## src/hdl/fbpa_pkg.sv

```systemverilog
`default_nettype none
// ---------------------------------------------------------------------------
// fbpa_pkg: shared types and constants of the block pool allocator
// Field widths, register and status codes, request/response words and the
// controller state encoding.
// ---------------------------------------------------------------------------
package fbpa_pkg;

	localparam int MAX_BLOCKS_DEF = 256;

	// Field and register widths
	localparam int OFFSET_W  = 24;
	localparam int COUNT_W   = 9;
	localparam int SIZE_W    = 17;
	localparam int REG_IDX_W = 2;

	// Mark store geometry: one row holds the marks of sixteen blocks
	localparam int ROW_BITS  = 16;
	localparam int ROW_SHIFT = 4;

	// Register indexes
	localparam logic [REG_IDX_W-1:0] REG_BLOCK_COUNT = 2'd0;
	localparam logic [REG_IDX_W-1:0] REG_BLOCK_SIZE  = 2'd1;

	// Register reset values and size limit
	localparam logic [COUNT_W-1:0] COUNT_RST = 9'd256;
	localparam logic [SIZE_W-1:0]  SIZE_RST  = 17'd64;
	localparam logic [SIZE_W-1:0]  SIZE_MAX  = 17'd65536;

	// Request kinds
	localparam logic FUNC_ALLOC   = 1'b0;
	localparam logic FUNC_RELEASE = 1'b1;

	// Result status codes
	localparam logic [1:0] STATUS_OK      = 2'd0;
	localparam logic [1:0] STATUS_FULL    = 2'd1;
	localparam logic [1:0] STATUS_OUTSIDE = 2'd2;

	typedef struct packed {
		logic                func;
		logic [OFFSET_W-1:0] release_offset;
	} fbpa_req_t;

	typedef struct packed {
		logic [1:0]          result_status;
		logic [OFFSET_W-1:0] block_offset;
	} fbpa_rsp_t;

	typedef enum logic [3:0] {
		ST_CLEAR,
		ST_IDLE,
		ST_HINT_CHK,
		ST_SCAN,
		ST_MUL,
		ST_DIV,
		ST_REL_WR
	} fbpa_state_t;

endpackage : fbpa_pkg
`default_nettype wire

```

## src/hdl/fbpa_mark_ram.sv

```systemverilog
`default_nettype none
// ---------------------------------------------------------------------------
// fbpa_mark_ram: taken-mark store
// One write port, one read port, registered read data.
// ---------------------------------------------------------------------------
module fbpa_mark_ram #(
	parameter int DEPTH = 16,
	parameter int AW    = 4
) (
	input  logic                          clk,
	input  logic                          we,
	input  logic [AW-1:0]                 waddr,
	input  logic [fbpa_pkg::ROW_BITS-1:0] wdata,
	input  logic [AW-1:0]                 raddr,
	output logic [fbpa_pkg::ROW_BITS-1:0] rdata
);
	import fbpa_pkg::*;

	logic [ROW_BITS-1:0] mem [DEPTH];

	always_ff @(posedge clk) begin
		if (we) begin
			mem[waddr] <= wdata;
		end
		rdata <= mem[raddr];
	end

endmodule : fbpa_mark_ram
`default_nettype wire

```

## src/hdl/fbpa_divider.sv

```systemverilog
`default_nettype none
// ---------------------------------------------------------------------------
// fbpa_divider: restoring divider, one quotient bit per cycle
// Divides a byte offset by the block size; done pulses with the quotient.
// ---------------------------------------------------------------------------
module fbpa_divider (
	input  logic                          clk,
	input  logic                          arst_n,
	input  logic                          start,
	input  logic [fbpa_pkg::OFFSET_W-1:0] dividend,
	input  logic [fbpa_pkg::SIZE_W-1:0]   divisor,
	output logic                          done,
	output logic [fbpa_pkg::OFFSET_W-1:0] quotient
);
	import fbpa_pkg::*;

	localparam int STEP_W = $clog2(OFFSET_W);
	localparam logic [STEP_W-1:0] LAST_STEP = STEP_W'(OFFSET_W - 1);

	logic [SIZE_W-1:0]   rem_q;
	logic [OFFSET_W-1:0] quo_q;
	logic [STEP_W-1:0]   step_q;
	logic                run_q;
	logic                done_q;

	logic [SIZE_W:0] trial;
	logic [SIZE_W:0] diff;
	logic            fits;

	always_comb begin
		trial = {rem_q, quo_q[OFFSET_W-1]};
		diff  = trial - {1'b0, divisor};
		fits  = trial >= {1'b0, divisor};
	end

	always_ff @(posedge clk or negedge arst_n) begin
		if (!arst_n) begin
			run_q  <= 1'b0;
			done_q <= 1'b0;
			step_q <= '0;
		end else begin
			done_q <= 1'b0;
			if (start) begin
				run_q  <= 1'b1;
				step_q <= '0;
			end else if (run_q) begin
				step_q <= step_q + STEP_W'(1);
				if (step_q == LAST_STEP) begin
					run_q  <= 1'b0;
					done_q <= 1'b1;
				end
			end
		end
	end

	// Shift the dividend out at the top, the quotient bits in at the bottom
	always_ff @(posedge clk) begin
		if (start) begin
			rem_q <= '0;
			quo_q <= dividend;
		end else if (run_q) begin
			rem_q <= fits ? diff[SIZE_W-1:0] : trial[SIZE_W-1:0];
			quo_q <= {quo_q[OFFSET_W-2:0], fits};
		end
	end

	assign done     = done_q;
	assign quotient = quo_q;

endmodule : fbpa_divider
`default_nettype wire

```

## src/hdl/fixed_block_pool_allocator_core.sv

```systemverilog
`default_nettype none
// ---------------------------------------------------------------------------
// fixed_block_pool_allocator_core: fixed-size block pool allocator
// Allocates and releases equal-sized blocks of a pool, one taken mark per
// block in a row-organized mark store, with a hint below which no block is free.
// ---------------------------------------------------------------------------
// Usage: a request word is taken at a clock edge with start high and busy
// low. Each request yields exactly one response word on rsp, shown for one
// cycle with done high; the receiver must take it then, it cannot stall the
// block. busy is low in the cycle the response is shown, so the next
// request may follow at once. An allocate that hits the free hint reads the
// hint row, marks the block and then forms the offset; otherwise the
// allocator scans the mark store one row of sixteen marks per cycle. A
// release runs a one-bit-per-cycle divider over the 24-bit offset (the offset
// to index conversion), then clears the mark unless the offset lies outside
// the pool. After reset the block sweeps the mark store clean, one row per
// cycle, with busy high; configuration writes are taken during that sweep.
// Write block_count and block_size only while idle.
// ---------------------------------------------------------------------------
module fixed_block_pool_allocator_core #(
	parameter int MAX_BLOCKS = fbpa_pkg::MAX_BLOCKS_DEF
) (
	input  logic                           clk,
	input  logic                           arst_n,
	// request / response
	input  logic                           start,
	output logic                           busy,
	input  fbpa_pkg::fbpa_req_t            req,
	output logic                           done,
	output fbpa_pkg::fbpa_rsp_t            rsp,
	// configuration
	input  logic                           wr_en,
	input  logic [fbpa_pkg::REG_IDX_W-1:0] wr_index,
	input  logic [fbpa_pkg::SIZE_W-1:0]    wr_data
);
	import fbpa_pkg::*;

	// Index width holds 0..MAX_BLOCKS (the hint may sit one past the last block)
	localparam int CNT_W  = $clog2(MAX_BLOCKS + 1);
	localparam int ROWS   = (MAX_BLOCKS + ROW_BITS - 1) / ROW_BITS;
	localparam int ROW_W  = (ROWS > 1) ? $clog2(ROWS) : 1;
	localparam int IDX_W  = (CNT_W > ROW_SHIFT) ? CNT_W : ROW_SHIFT + 1;
	localparam int PROD_W = (CNT_W + SIZE_W > OFFSET_W) ? CNT_W + SIZE_W : OFFSET_W;
	localparam logic [ROW_W-1:0] LAST_ROW = ROW_W'(ROWS - 1);

	function automatic logic [ROW_W-1:0] row_of(input logic [CNT_W-1:0] i);
		logic [IDX_W-1:0] e;
		e = IDX_W'(i);
		return ROW_W'(e >> ROW_SHIFT);
	endfunction

	function automatic logic [ROW_BITS-1:0] mask_of(input logic [CNT_W-1:0] i);
		logic [IDX_W-1:0] e;
		e = IDX_W'(i);
		return ROW_BITS'(1) << e[ROW_SHIFT-1:0];
	endfunction

	// Configuration registers
	logic [COUNT_W-1:0] block_count_q;
	logic [SIZE_W-1:0]  block_size_q;

	// Controller
	fbpa_state_t state_q, state_d;
	logic [ROW_W-1:0] clr_row_q;
	logic [CNT_W-1:0] hint_q, hint_d;
	logic [CNT_W-1:0] idx_q, idx_d;
	logic             ld_hint, ld_idx;

	// Scan pipeline: read row, then check it in the following cycle
	logic [ROW_W-1:0] rd_row_q;
	logic             rd_more_q;
	logic [ROW_W-1:0] chk_row_s1;
	logic             chk_vld_s1;
	logic             scan_init;

	// Mark store ports
	logic                mem_we;
	logic [ROW_W-1:0]    mem_waddr;
	logic [ROW_BITS-1:0] mem_wdata;
	logic [ROW_W-1:0]    mem_raddr;
	logic [ROW_BITS-1:0] mem_rdata;

	// Divider
	logic                div_start;
	logic                div_done;
	logic [OFFSET_W-1:0] div_quot;

	// Response
	logic             fin;
	logic             fin_mul;
	logic [1:0]       fin_status;
	fbpa_rsp_t        rsp_q;
	logic             done_q;

	// Live settings: clamp count to the pool, size into 1..65536
	logic [CNT_W-1:0]  count_live;
	logic [SIZE_W-1:0] size_live;
	logic              hint_in;
	logic [ROW_W-1:0]  scan_last;
	logic [PROD_W-1:0] prod;

	// Row check
	logic [ROW_BITS-1:0]  avail;
	logic [ROW_SHIFT-1:0] scan_bit;
	logic [CNT_W-1:0]     scan_idx;

	always_comb begin
		if (32'(block_count_q) > 32'(MAX_BLOCKS)) begin
			count_live = CNT_W'(MAX_BLOCKS);
		end else begin
			count_live = CNT_W'(block_count_q);
		end
		if (block_size_q == '0) begin
			size_live = SIZE_W'(1);
		end else if (block_size_q > SIZE_MAX) begin
			size_live = SIZE_MAX;
		end else begin
			size_live = block_size_q;
		end
		hint_in   = hint_q < count_live;
		scan_last = ROW_W'((IDX_W'(count_live) - IDX_W'(1)) >> ROW_SHIFT);
		prod      = PROD_W'(idx_q) * PROD_W'(size_live);
	end

	// Lowest free block of the checked row that lies below the count
	always_comb begin
		for (int b = 0; b < ROW_BITS; b++) begin
			avail[b] = !mem_rdata[b] &&
				(((32'(chk_row_s1) << ROW_SHIFT) | 32'(b)) < 32'(count_live));
		end
		scan_bit = '0;
		for (int b = ROW_BITS - 1; b >= 0; b--) begin
			if (avail[b]) begin
				scan_bit = ROW_SHIFT'(b);
			end
		end
		scan_idx = CNT_W'({chk_row_s1, scan_bit});
	end

	// Configuration writes
	always_ff @(posedge clk or negedge arst_n) begin
		if (!arst_n) begin
			block_count_q <= COUNT_RST;
			block_size_q  <= SIZE_RST;
		end else if (wr_en) begin
			unique case (wr_index)
				REG_BLOCK_COUNT: block_count_q <= wr_data[COUNT_W-1:0];
				REG_BLOCK_SIZE:  block_size_q  <= wr_data;
				default: ;
			endcase
		end
	end

	// Next state and datapath control
	always_comb begin
		state_d    = state_q;
		mem_we     = 1'b0;
		mem_waddr  = clr_row_q;
		mem_wdata  = '0;
		mem_raddr  = rd_row_q;
		div_start  = 1'b0;
		fin        = 1'b0;
		fin_mul    = 1'b0;
		fin_status = STATUS_OK;
		ld_idx     = 1'b0;
		idx_d      = idx_q;
		ld_hint    = 1'b0;
		hint_d     = hint_q;
		scan_init  = 1'b0;
		unique case (state_q)
			ST_CLEAR: begin
				// sweep every row to all-free after reset
				mem_we    = 1'b1;
				mem_waddr = clr_row_q;
				mem_wdata = '0;
				if (clr_row_q == LAST_ROW) begin
					state_d = ST_IDLE;
				end
			end
			ST_IDLE: begin
				if (start) begin
					if (req.func == FUNC_RELEASE) begin
						div_start = 1'b1;
						state_d   = ST_DIV;
					end else if (hint_in) begin
						mem_raddr = row_of(hint_q);
						state_d   = ST_HINT_CHK;
					end else if (count_live == '0) begin
						fin        = 1'b1;
						fin_status = STATUS_FULL;
					end else begin
						scan_init = 1'b1;
						state_d   = ST_SCAN;
					end
				end
			end
			ST_HINT_CHK: begin
				if ((mem_rdata & mask_of(hint_q)) == '0) begin
					// hint block is free: take it, advance the hint
					mem_we    = 1'b1;
					mem_waddr = row_of(hint_q);
					mem_wdata = mem_rdata | mask_of(hint_q);
					ld_idx    = 1'b1;
					idx_d     = hint_q;
					ld_hint   = 1'b1;
					hint_d    = hint_q + CNT_W'(1);
					state_d   = ST_MUL;
				end else begin
					scan_init = 1'b1;
					state_d   = ST_SCAN;
				end
			end
			ST_SCAN: begin
				mem_raddr = rd_row_q;
				if (chk_vld_s1) begin
					if (avail != '0) begin
						mem_we    = 1'b1;
						mem_waddr = chk_row_s1;
						mem_wdata = mem_rdata | (ROW_BITS'(1) << scan_bit);
						ld_idx    = 1'b1;
						idx_d     = scan_idx;
						ld_hint   = 1'b1;
						hint_d    = scan_idx;
						state_d   = ST_MUL;
					end else if (chk_row_s1 == scan_last) begin
						fin        = 1'b1;
						fin_status = STATUS_FULL;
						state_d    = ST_IDLE;
					end
				end
			end
			ST_MUL: begin
				fin     = 1'b1;
				fin_mul = 1'b1;
				state_d = ST_IDLE;
			end
			ST_DIV: begin
				if (div_done) begin
					if (div_quot >= OFFSET_W'(count_live)) begin
						fin        = 1'b1;
						fin_status = STATUS_OUTSIDE;
						state_d    = ST_IDLE;
					end else begin
						ld_idx    = 1'b1;
						idx_d     = CNT_W'(div_quot);
						mem_raddr = row_of(CNT_W'(div_quot));
						state_d   = ST_REL_WR;
					end
				end
			end
			ST_REL_WR: begin
				// clear the mark, lower the hint if the block sits below it
				mem_we    = 1'b1;
				mem_waddr = row_of(idx_q);
				mem_wdata = mem_rdata & ~mask_of(idx_q);
				if (idx_q < hint_q) begin
					ld_hint = 1'b1;
					hint_d  = idx_q;
				end
				fin     = 1'b1;
				state_d = ST_IDLE;
			end
			default: begin
				state_d = ST_IDLE;
			end
		endcase
	end

	always_ff @(posedge clk or negedge arst_n) begin
		if (!arst_n) begin
			state_q <= ST_CLEAR;
		end else begin
			state_q <= state_d;
		end
	end

	// Control registers
	always_ff @(posedge clk or negedge arst_n) begin
		if (!arst_n) begin
			clr_row_q  <= '0;
			hint_q     <= '0;
			rd_more_q  <= 1'b0;
			chk_vld_s1 <= 1'b0;
			done_q     <= 1'b0;
		end else begin
			done_q <= fin;
			if (state_q == ST_CLEAR) begin
				clr_row_q <= clr_row_q + ROW_W'(1);
			end
			if (ld_hint) begin
				hint_q <= hint_d;
			end
			if (scan_init) begin
				rd_more_q  <= 1'b1;
				chk_vld_s1 <= 1'b0;
			end else if (state_q == ST_SCAN) begin
				chk_vld_s1 <= rd_more_q;
				if (rd_more_q && rd_row_q == scan_last) begin
					rd_more_q <= 1'b0;
				end
			end
		end
	end

	// Payload registers
	always_ff @(posedge clk) begin
		if (ld_idx) begin
			idx_q <= idx_d;
		end
		if (scan_init) begin
			rd_row_q <= '0;
		end else if (state_q == ST_SCAN) begin
			chk_row_s1 <= rd_row_q;
			if (rd_more_q && rd_row_q != scan_last) begin
				rd_row_q <= rd_row_q + ROW_W'(1);
			end
		end
		if (fin) begin
			rsp_q.result_status <= fin_status;
			rsp_q.block_offset  <= fin_mul ? prod[OFFSET_W-1:0] : '0;
		end
	end

	fbpa_mark_ram #(
		.DEPTH (ROWS),
		.AW    (ROW_W)
	) u_mark_ram (
		.clk   (clk),
		.we    (mem_we),
		.waddr (mem_waddr),
		.wdata (mem_wdata),
		.raddr (mem_raddr),
		.rdata (mem_rdata)
	);

	fbpa_divider u_divider (
		.clk      (clk),
		.arst_n   (arst_n),
		.start    (div_start),
		.dividend (req.release_offset),
		.divisor  (size_live),
		.done     (div_done),
		.quotient (div_quot)
	);

	assign busy = state_q != ST_IDLE;
	assign done = done_q;
	assign rsp  = rsp_q;

endmodule : fixed_block_pool_allocator_core
`default_nettype wire
```

## config.mk

```make
export PLATFORM = sky130hd
export DESIGN_NAME = fixed_block_pool_allocator_core
export DESIGN_NICKNAME = d
export VERILOG_FILES = /design/src/hdl/fbpa_pkg.sv /design/src/hdl/fbpa_mark_ram.sv /design/src/hdl/fbpa_divider.sv /design/src/hdl/fixed_block_pool_allocator_core.sv
export SDC_FILE = /design/constraint.sdc
export NUM_CORES = 1
export LEC_CHECK = 0
export BUFFER_PORTS_ARGS = -buffer_cell sky130_fd_sc_hd__buf_2
export CAP_MARGIN = 20
export CORE_ASPECT_RATIO = 1.25
export CORE_MARGIN = 4
export CORE_UTILIZATION = 45
export CTS_CLUSTER_DIAMETER = 30
export DETAILED_ROUTE_END_ITERATION = 12
export GPL_TIMING_DRIVEN = 0
export PLACE_DENSITY = 0.72
export REMOVE_ABC_BUFFERS = 1
export SLEW_MARGIN = 5
export SYNTH_ARGS = -nofsm -noshare
export SYNTH_HDL_FRONTEND = slang
export SYNTH_HIERARCHICAL = 1
export SYNTH_SLANG_ARGS = --single-unit
```

## constraint.sdc

```tcl
create_clock -name clk -period 12.89 [get_ports clk]
set_input_delay 0.6445 -clock clk [delete_from_list [all_inputs] [get_ports clk]]
set_output_delay 0.6445 -clock clk [all_outputs]
set_load 0.02 [all_outputs]
```

==> results of run 1 <==
## layer usage
layer,track usage (%),wire length [um]
met1,24.6,22700
met2,38.9,32200
met5,0,0
met3,3.46,3420
met4,10.1,2720
## cells by family after synthesis
kind of cell               after synthesis  synth area share [%]
and+or+nand+nor                        541                  11.3
DFF                                    408                  48.7
AOI/OAI and AO/OA                      347                  10.5
buffers and inverters                  260                  4.56
adders and majority gates              201                  13.9
muxes                                  132                  9.33
xor gates and xnor gates                45                  1.65
## state kept, by name, summed over array words and instances, names as in the netlist
| name | cells |
|---|---|
| u_divider/done | 1 |
| block_count_q | 9 |
| u_divider/quotient | 24 |
| rsp | 26 |
| u_divider/rem_q | 17 |
| hint_q | 9 |
| state_q | 3 |
| done | 1 |
| clr_row_q | 4 |
| rd_row_q | 4 |
| u_divider/run_q | 1 |
| u_mark_ram/rdata | 16 |
| rd_more_q | 1 |
| u_mark_ram/mem | 256 |
| u_divider/step_q | 5 |
| block_size_q | 17 |
| chk_vld_s1 | 1 |
| chk_row_s1 | 4 |
| idx_q | 9 |
## timing repair
action,in CTS,in global routing
endpoints found under the hold margin,14,0
buffers inserted,0,0
hold buffers,1,0
## cell usage after synthesis (33+ instances only)
| library cell | instances |
|---|---|
| a21oi_1 | 57 |
| edfxtp_1 | 319 |
| and2_1 | 69 |
| nor2_1 | 93 |
| nor2b_1 | 37 |
| xnor2_1 | 33 |
| o21ai_0 | 50 |
| dfrtp_1 | 50 |
| fa_1 | 106 |
| nand2_1 | 192 |
| dfxtp_1 | 37 |
| mux4_2 | 54 |
| ha_1 | 95 |
| mux2_2 | 53 |
| inv_1 | 161 |
| clkbuf_1 | 61 |
| a22oi_1 | 39 |
## final timing paths
path | end | slack (ns) | startpoint | cells past startpoint
setup / recovery | rsp[23] | 5.95 | block_size_q[12] | 19
hold / removal | block_size_q[10] | 0.28 | wr_data[10] | 2
setup reg to reg | rsp[23] | 5.95 | block_size_q[12] | 19
hold reg to reg | u_divider/rem_q[2] | 0.47 | u_divider/rem_q[2] | 2
max in group asynchronous | block_size_q[6] | 11.75 | arst_n | 3
min in group asynchronous | clr_row_q[1] | 0.53 | arst_n | 2
## metrics by stage
stage | power, mW | std cells | utilization, %
after floorplan | 4.27 | 1838 | -
after global placement | 5.05 | 2585 | 46.8
after detailed placement | 5.13 | 2623 | 48.0
after CTS | 7.12 | 2758 | 52.8
after global routing | 7.57 | 2769 | 53.0
final | 7.11 | 2769 | 53.0
## report_power, final
group	internal, mW	total, mW	switching, mW
sequential	1.71	1.98	0.268
clock	1.25	1.95	0.701
combinational	1.36	3.18	1.83
## final cells by class
type / count / area, um^2 / area share, %
inverters: 164 / 616 / 2.21
repair buffers: 125 / 1010 / 3.63
multi-input cells: 1266 / 11200 / 40.3
well taps: 672 / 841 / 3.02
clock buffers: 87 / 1950 / 7.00
flip-flops and latches: 408 / 11600 / 41.7
clock inverters: 47 / 597 / 2.14
## layout by cell type, fill, tap and decap left out, drive strengths merged, types with 10 or more instances in the layout
cell	synthesis	layout
a31oi	15	15
o211ai	10	10
nand2b	17	17
o21ai	61	61
inv	161	172
a22oi	39	39
nand3	20	20
edfxtp	319	319
mux2i	15	15
nor3	26	26
xor2	12	12
nor2b	37	37
nand4	21	21
xnor2	33	33
a21oi	57	57
nand2	192	192
nor4	16	16
mux4	64	64
dfxtp	37	37
ha	95	95
mux2	53	53
a211oi	22	22
or3	11	11
o221ai	24	24
buf	33	121
and2	69	69
a21o	16	16
o21a	11	11
fa	106	106
dfrtp	50	50
clkbuf	63	90
nor2	94	94
clkinv	3	23
## worst register-to-register path, cell delays in order, from the launching register on
cell	delay, ns
dfrtp_1	0.39
nor4_1	0.37
nand4_1	0.16
and2_1	0.31
nor2b_1	0.84
nand2_1	0.19
fa_1	0.59
inv_1	0.05
fa_1	0.53
fa_1	0.46
fa_1	0.49
ha_1	0.25
or2_2	0.33
a211oi_1	0.51
o31ai_1	0.31
a31oi_1	0.32
o21ai_0	0.16
a21oi_1	0.19
xnor2_1	0.13
nor2_1	0.05
==> flow_summary.json, run 1 <==
{
  "status": "completed",
  "cts_root_buf": "clkbuf_16",
  "fin_hold_ws_ns": 0.278,
  "max_freq_ghz": 0.144,
  "fin_crit_sh_pct": 53.8,
  "setup_slack_ns": 5.95,
  "critPathMaxFanout": 10,
  "tightest_slew_ns": 1.14,
  "critical-path-top-delay-family": "adder cells",
  "grt_max_degree": 39,
  "synth_cells": 1934,
  "die_area_um2": 56800,
  "rsz0062_at_grt": "false",
  "crit_chain": "nor4_1 > nand4_1 > and2_1 > nor2b_1 > nand2_1 > fa_1 > inv_1 > fa_1 > fa_1 > fa_1 > ha_1 > or2_2 > a211oi_1 > o31ai_1 > a31oi_1 > o21ai_0 > a21oi_1 > xnor2_1 > nor2_1",
  "hold_path_class": "in2reg",
  "fillers": 4265,
  "via_count": 16500,
  "path_class": "reg2reg",
  "ant_nets": 0,
  "slew_violations": 0,
  "htree_levels": 3,
  "clock-sinks": 408,
  "synthArstFlopShare_pct": 12.7,
  "drc": 0,
  "power_density_nw_per_um2": 255,
  "peakVddDrop_mv": 0.126,
  "clock_latency_ns": 0.62,
  "finClkSkew_ns": 0.0314,
  "port_buffers": 75,
  "cts_resized": 0,
  "cp-end-kind": "register",
  "globalRouteTotalUtil_pct": 21.3,
  "synth_top_area_share_pct": 40.2,
  "overflow": 0,
  "synth-seq-area-share_pct": 48.7,
  "vias_per_cell": 5.95,
  "grt_pass1_vias": 17300,
  "pre_cts_ws_ns": 6.06,
  "path_buf_inv": 1,
  "drt_iter0_drc": 1454,
  "avgSynthCellArea_um2": 12.3,
  "die_x_um": 214,
  "clkTransAtPathRegs_ns": 0.05,
  "routed_wl_um": 61100,
  "placed_cell_area_um2": 25200,
  "cts_buffers": 72,
  "gp_congestion": 0.944,
  "ctsLongestPathBuffers": 3,
  "num-nets-final": 2286,
  "syn-cell-area_um2": 23900,
  "placementRows": 94,
  "slowest_stage": "nor2b_1",
  "cp_common_cell": "fa_1",
  "hold_violations": 0,
  "tritoncts": "done",
  "antenna_found_initial": 0,
  "startpoint_type": "register",
  "synth_area_leader_cell": "edfxtp_1",
  "setup-tns-final_ns": 0,
  "ys_types": 91,
  "critical_path.max_stage_delay_ns": 0.84,
  "cp.arrival_ns": 7.26,
  "area_growth_pct": 16.9,
  "yosysWarnings": 6,
  "synth-seq-cells": 408,
  "cap_violations": 0,
  "die_height_um": 265,
  "leakage_nw": 10.9,
  "ys.flop_type": "edfxtp_1",
  "setup_viol": 0,
  "start_util_pct": 45.4,
  "max-slew-margin-rel_pct": 24.0,
  "grt_pass1_wl_um": 96100,
  "crit_required_ns": 13.21,
  "synth-edff-count": 319,
  "min_period_ns": 6.94,
  "avgRoutedWirePerCell_um": 22.1,
  "dr.pass1.iters": 6,
  "final_cell_area_um2": 27900,
  "n_antenna_cell": 0,
  "drive_gt1_share_pct": 19.4,
  "hpwlAfterDp_um": 43100,
  "synth_area_leaders": "edfxtp_1 40%, fa_1 8.9%, dfrtp_1 5.2%",
  "boundaryPins": 76,
  "coreArea_um2": 52600
}
(Power assumes the default switching activity.)
==> run 2: changes to the inputs <==
clock period = 7 ns   (was 12.89 ns; I/O delays follow)
==> flow_summary.json, run 2 (same netlist as run 1, synthesis figures left out) <==
{
  "slew_violations": 0,
  "avgRoutedWirePerCell_um": 22.1,
  "slowest_stage": "fa_1",
  "path_buf_inv": 1,
  "hpwlAfterDp_um": 43100,
  "seqCellArea_um2": 11600,
  "cts_root_buf": "clkbuf_16",
  "regMostFlops": "u_mark_ram/mem",
  "critical-path-top-delay-family": "adder cells",
  "ctsLongestPathBuffers": 3,
  "largest_register_ffs": 256,
  "min_period_ns": 6.51,
  "die_x_um": 214,
  "routed_wl_um": 61500,
  "crit_chain": "nor4_1 > nand4_1 > and2_1 > nor2b_4 > nand2_1 > fa_1 > fa_1 > fa_1 > fa_1 > inv_1 > ha_1 > o21a_1 > o31a_1 > o211ai_1 > a211oi_1 > o31ai_1 > a21oi_1 > a31oi_1 > mux2i_1",
  "fillers": 4233,
  "layout_common_cells": "319 x edfxtp_1, 192 x nand2_1, 161 x inv_1, 106 x fa_1, 95 x ha_1",
  "port_buffers": 75,
  "tightest_slew_ns": 1.12,
  "drt_iter0_drc": 1367,
  "drc": 0,
  "die_area_um2": 56800,
  "ant_nets": 0,
  "multi_input_comb_area_um2": 11300,
  "coreArea_um2": 52600,
  "grt_pass1_vias": 17400,
  "rsz0062_at_grt": "false",
  "htree_levels": 3,
  "path_class": "reg2reg",
  "tritoncts": "done",
  "clkTransAtPathRegs_ns": 0.05,
  "cp.arrival_ns": 6.95,
  "status": "completed",
  "leakage_nw": 11.0,
  "crit_required_ns": 7.44,
  "drive_gt1_share_pct": 19.6,
  "die_height_um": 265,
  "startpoint_type": "register",
  "placementRows": 94,
  "n_antenna_cell": 0,
  "cts_buffers": 72,
  "gp_congestion": 0.944,
  "finClkSkew_ns": 0.0313,
  "grt_pass1_wl_um": 96700,
  "max-slew-margin-rel_pct": 25.1,
  "power_density_nw_per_um2": 467,
  "cp_common_cell": "fa_1",
  "final_common_cell": "edfxtp_1",
  "clock-sinks": 408,
  "pre_cts_ws_ns": 0.169,
  "cap_violations": 0,
  "critical_path.max_stage_delay_ns": 0.55,
  "hold_violations": 0,
  "num-nets-final": 2301,
  "overflow": 0,
  "dr.pass1.iters": 6,
  "via_count": 16600,
  "setup_slack_ns": 0.487,
  "max_freq_ghz": 0.154,
  "peakVddDrop_mv": 0.231,
  "cp-end-kind": "register",
  "grt_max_degree": 39,
  "setup_viol": 0,
  "vias_per_cell": 5.95,
  "globalRouteTotalUtil_pct": 21.4,
  "clock_latency_ns": 0.62,
  "final_util_pct": 53.4,
  "fin_hold_ws_ns": 0.0339,
  "critPathMaxFanout": 10,
  "start_util_pct": 45.4,
  "fin_crit_sh_pct": 93.0,
  "hold_path_class": "in2reg",
  "antenna_found_initial": 0,
  "boundaryPins": 76,
  "area_growth_pct": 17.8
}
## run 2: path summary, 6_finish.rpt
kind	slack, ns	start	endpoint	depth (start not counted)
max	0.49	block_size_q[12]	rsp[20]	19
min	0.03	wr_data[2]	block_count_q[2]	2
max reg2reg	0.49	block_size_q[12]	rsp[20]	19
min reg2reg	0.47	u_divider/rem_q[2]	u_divider/rem_q[2]	2
max in group asynchronous	6.15	arst_n	block_size_q[6]	3
min in group asynchronous	0.23	arst_n	clr_row_q[1]	2
## run 2: final cells by class
type | count | area share (%)
Sequential cell | 408 | 41.4
Clock inverter | 47 | 2.12
Clock buffer | 87 | 6.95
Inverter | 164 | 2.19
Multi-Input combinational cell | 1266 | 40.2
Tap cell | 672 | 2.99
Timing Repair Buffer | 140 | 4.17
## run 2: through the flow
step / power (mW) / instances / instance area [um^2] / setup TNS (ns)
floorplan: 7.85 / 1838 / 23400 / -25.73
global placement: 9.30 / 2585 / 24600 / -111.36
detailed placement: 9.45 / 2623 / 25200 / 0
CTS: 13.1 / 2773 / 27900 / 0
global route: 14.0 / 2784 / 28100 / 0
finish: 13.1 / 2784 / 28100 / 0
## run 2: layer usage
metal	track usage (%)	vias to the layer above	wire, um
li1	-	7377	-
met1	24.6	8375	22600
met2	39.1	644	32400
met3	3.54	170	3600
met4	10.4	0	2790
met5	0	-	0
## run 2: what timing repair did
action | 4_1_cts | 5_1_grt
hold buffers | 16 | 0
gates resized for setup | 0 | 15
buffers inserted | 0 | 0
endpoints found under the setup margin | 0 | 24
endpoints found under the hold margin | 34 | 0
## run 2: where the power goes
part	switching [mW]	leakage [nW]	internal, mW
Sequential	0.492	3.97	3.15
Combinational	3.37	5.84	2.52
Clock	1.29	1.22	2.30
==> run 3: changes to the inputs <==
PLACE_DENSITY = 0.65   (was 0.72)
==> flow_summary.json, run 3 (same netlist as run 1, synthesis figures left out) <==
{
  "status": "completed",
  "largest_register_ffs": 256,
  "placed_cell_area_um2": 25300,
  "drc": 0,
  "setup_slack_ns": 0.418,
  "ctsLongestPathBuffers": 3,
  "vias_per_cell": 5.89,
  "final_common_cell": "edfxtp_1",
  "hold_violations": 0,
  "clock-sinks": 408,
  "peakVddDrop_mv": 0.222,
  "regMostFlops": "u_mark_ram/mem",
  "leakage_nw": 11.3,
  "cp.arrival_ns": 6.90,
  "die_x_um": 214,
  "cp_common_cell": "fa_1",
  "die_height_um": 265,
  "power_density_nw_per_um2": 474,
  "cap_violations": 0,
  "cp-end-kind": "register",
  "tightest_slew_ns": 1.12,
  "clkTransAtPathRegs_ns": 0.04,
  "overflow": 0,
  "slowest_stage": "fa_1",
  "drt_iter0_drc": 1266,
  "setup_viol": 0,
  "boundaryPins": 76,
  "rsz0062_at_grt": "false",
  "crit_required_ns": 7.32,
  "critical_path.max_stage_delay_ns": 0.54,
  "grt_pass1_vias": 17400,
  "port_buffers": 75,
  "ant_nets": 0,
  "avgRoutedWirePerCell_um": 22.2,
  "critPathMaxFanout": 10,
  "pre_cts_ws_ns": -0.116,
  "grt_pass1_wl_um": 97800,
  "max-slew-margin-rel_pct": 25.2,
  "cts_setup_buffers": 0,
  "clock_latency_ns": 0.61,
  "final_cell_area_um2": 28600,
  "hold_path_class": "in2reg",
  "slew_violations": 0,
  "die_area_um2": 56800,
  "globalRouteTotalUtil_pct": 21.9,
  "area_growth_pct": 19.9,
  "fillers": 4316,
  "tritoncts": "done",
  "via_count": 16500,
  "gp_congestion": 0.907,
  "path_class": "reg2reg",
  "crit_chain": "nor4_1 > nand4_1 > and2_2 > nor2b_4 > nand2_1 > fa_1 > inv_1 > fa_1 > fa_1 > fa_1 > ha_1 > or2_2 > a211oi_1 > o31ai_1 > a31oi_1 > o21ai_0 > a21oi_1 > xnor2_1 > nor2_1",
  "routed_wl_um": 62300,
  "num-nets-final": 2313,
  "finClkSkew_ns": 0.0243,
  "critical-path-top-delay-family": "adder cells",
  "coreArea_um2": 52600,
  "antenna_found_initial": 0,
  "n_antenna_cell": 0,
  "final_util_pct": 54.4,
  "placementRows": 94,
  "drive_gt1_share_pct": 20.4,
  "layout_common_cells": "319 x edfxtp_1, 192 x nand2_1, 161 x inv_1, 106 x fa_1, 95 x ha_1",
  "path_buf_inv": 1,
  "dr.pass1.iters": 7,
  "max_freq_ghz": 0.152,
  "hpwlAfterDp_um": 43700,
  "min_period_ns": 6.58,
  "grt_max_degree": 39,
  "cts_buffers": 82,
  "start_util_pct": 45.4,
  "cts_root_buf": "clkbuf_16",
  "htree_levels": 3,
  "fin_crit_sh_pct": 94.0,
  "startpoint_type": "register"
}
==> run 3: cell count changes in the layout (fill, tap and decap cells not counted), moves of 3 or more <==
cell and delta:
clkinvlp_4 -4, clkbuf_1 +3, bufinv_16 +4, nor2b_2 +4
buf_16 +10, clkinv_1 +5, clkbuf_16 +8, nor2b_1 -4
==> run 3: final cells by class <==
type                    instances  area (um^2)  area share [%]
clock inverters                52          649            2.27
multi-input cells            1266        11300            39.6
inverters                     164          616            2.15
well taps                     672          841            2.94
clock buffers                 101         2220            7.75
flip-flops and latches        408        11600            40.6
repair buffers                142         1340            4.67
==> run 3: per-layer routing <==
metal / vias up / wire, um / part of all wire, % / global-route usage [%]
met1: 8362 / 23600 / 38 / 25.3
met4: 0 / 2410 / 3.9 / 9.82
met3: 152 / 3170 / 5.1 / 3.52
met2: 574 / 33100 / 53 / 40.1
li1: 7423 / - / - / -
met5: - / 0 / 0 / 0
==> run 3: final timing paths <==
check | startpoint | endpoint | slack [ns] | cells past startpoint
hold reg to reg | u_divider/rem_q[2] | u_divider/rem_q[2] | 0.47 | 2
hold / removal | wr_data[3] | block_size_q[3] | 0.04 | 2
setup / recovery | block_size_q[11] | rsp[23] | 0.42 | 19
max in group asynchronous | arst_n | block_size_q[6] | 6.10 | 3
setup reg to reg | block_size_q[11] | rsp[23] | 0.42 | 19
min in group asynchronous | arst_n | done | 0.24 | 2
==> run 3: through the flow <==
stage	power (mW)	std cells	setup TNS [ns]	hold WS (ns)
final	13.6	2805	0	0.0402
after global routing	14.5	2805	0	0.0224
after CTS	13.6	2794	0	0.00498
after detailed placement	9.50	2624	-0.290	0.340
after global placement	9.38	2585	-121.62	0.459
after floorplan	7.85	1838	-25.73	0.0544
==> run 3: repair_timing <==
action,in CTS,in global routing
hold buffers,17,0
resized for setup,7,13
endpoints found under the setup margin,4,13
hold endpoints to repair,39,0
==> run 3: power breakdown <==
group / internal [mW] / total, mW / switching (mW)
Combinational: 2.56 / 5.94 / 3.38
Clock: 2.67 / 3.99 / 1.32
Sequential: 3.16 / 3.64 / 0.479
Total: 8.39 / 13.6 / 5.17
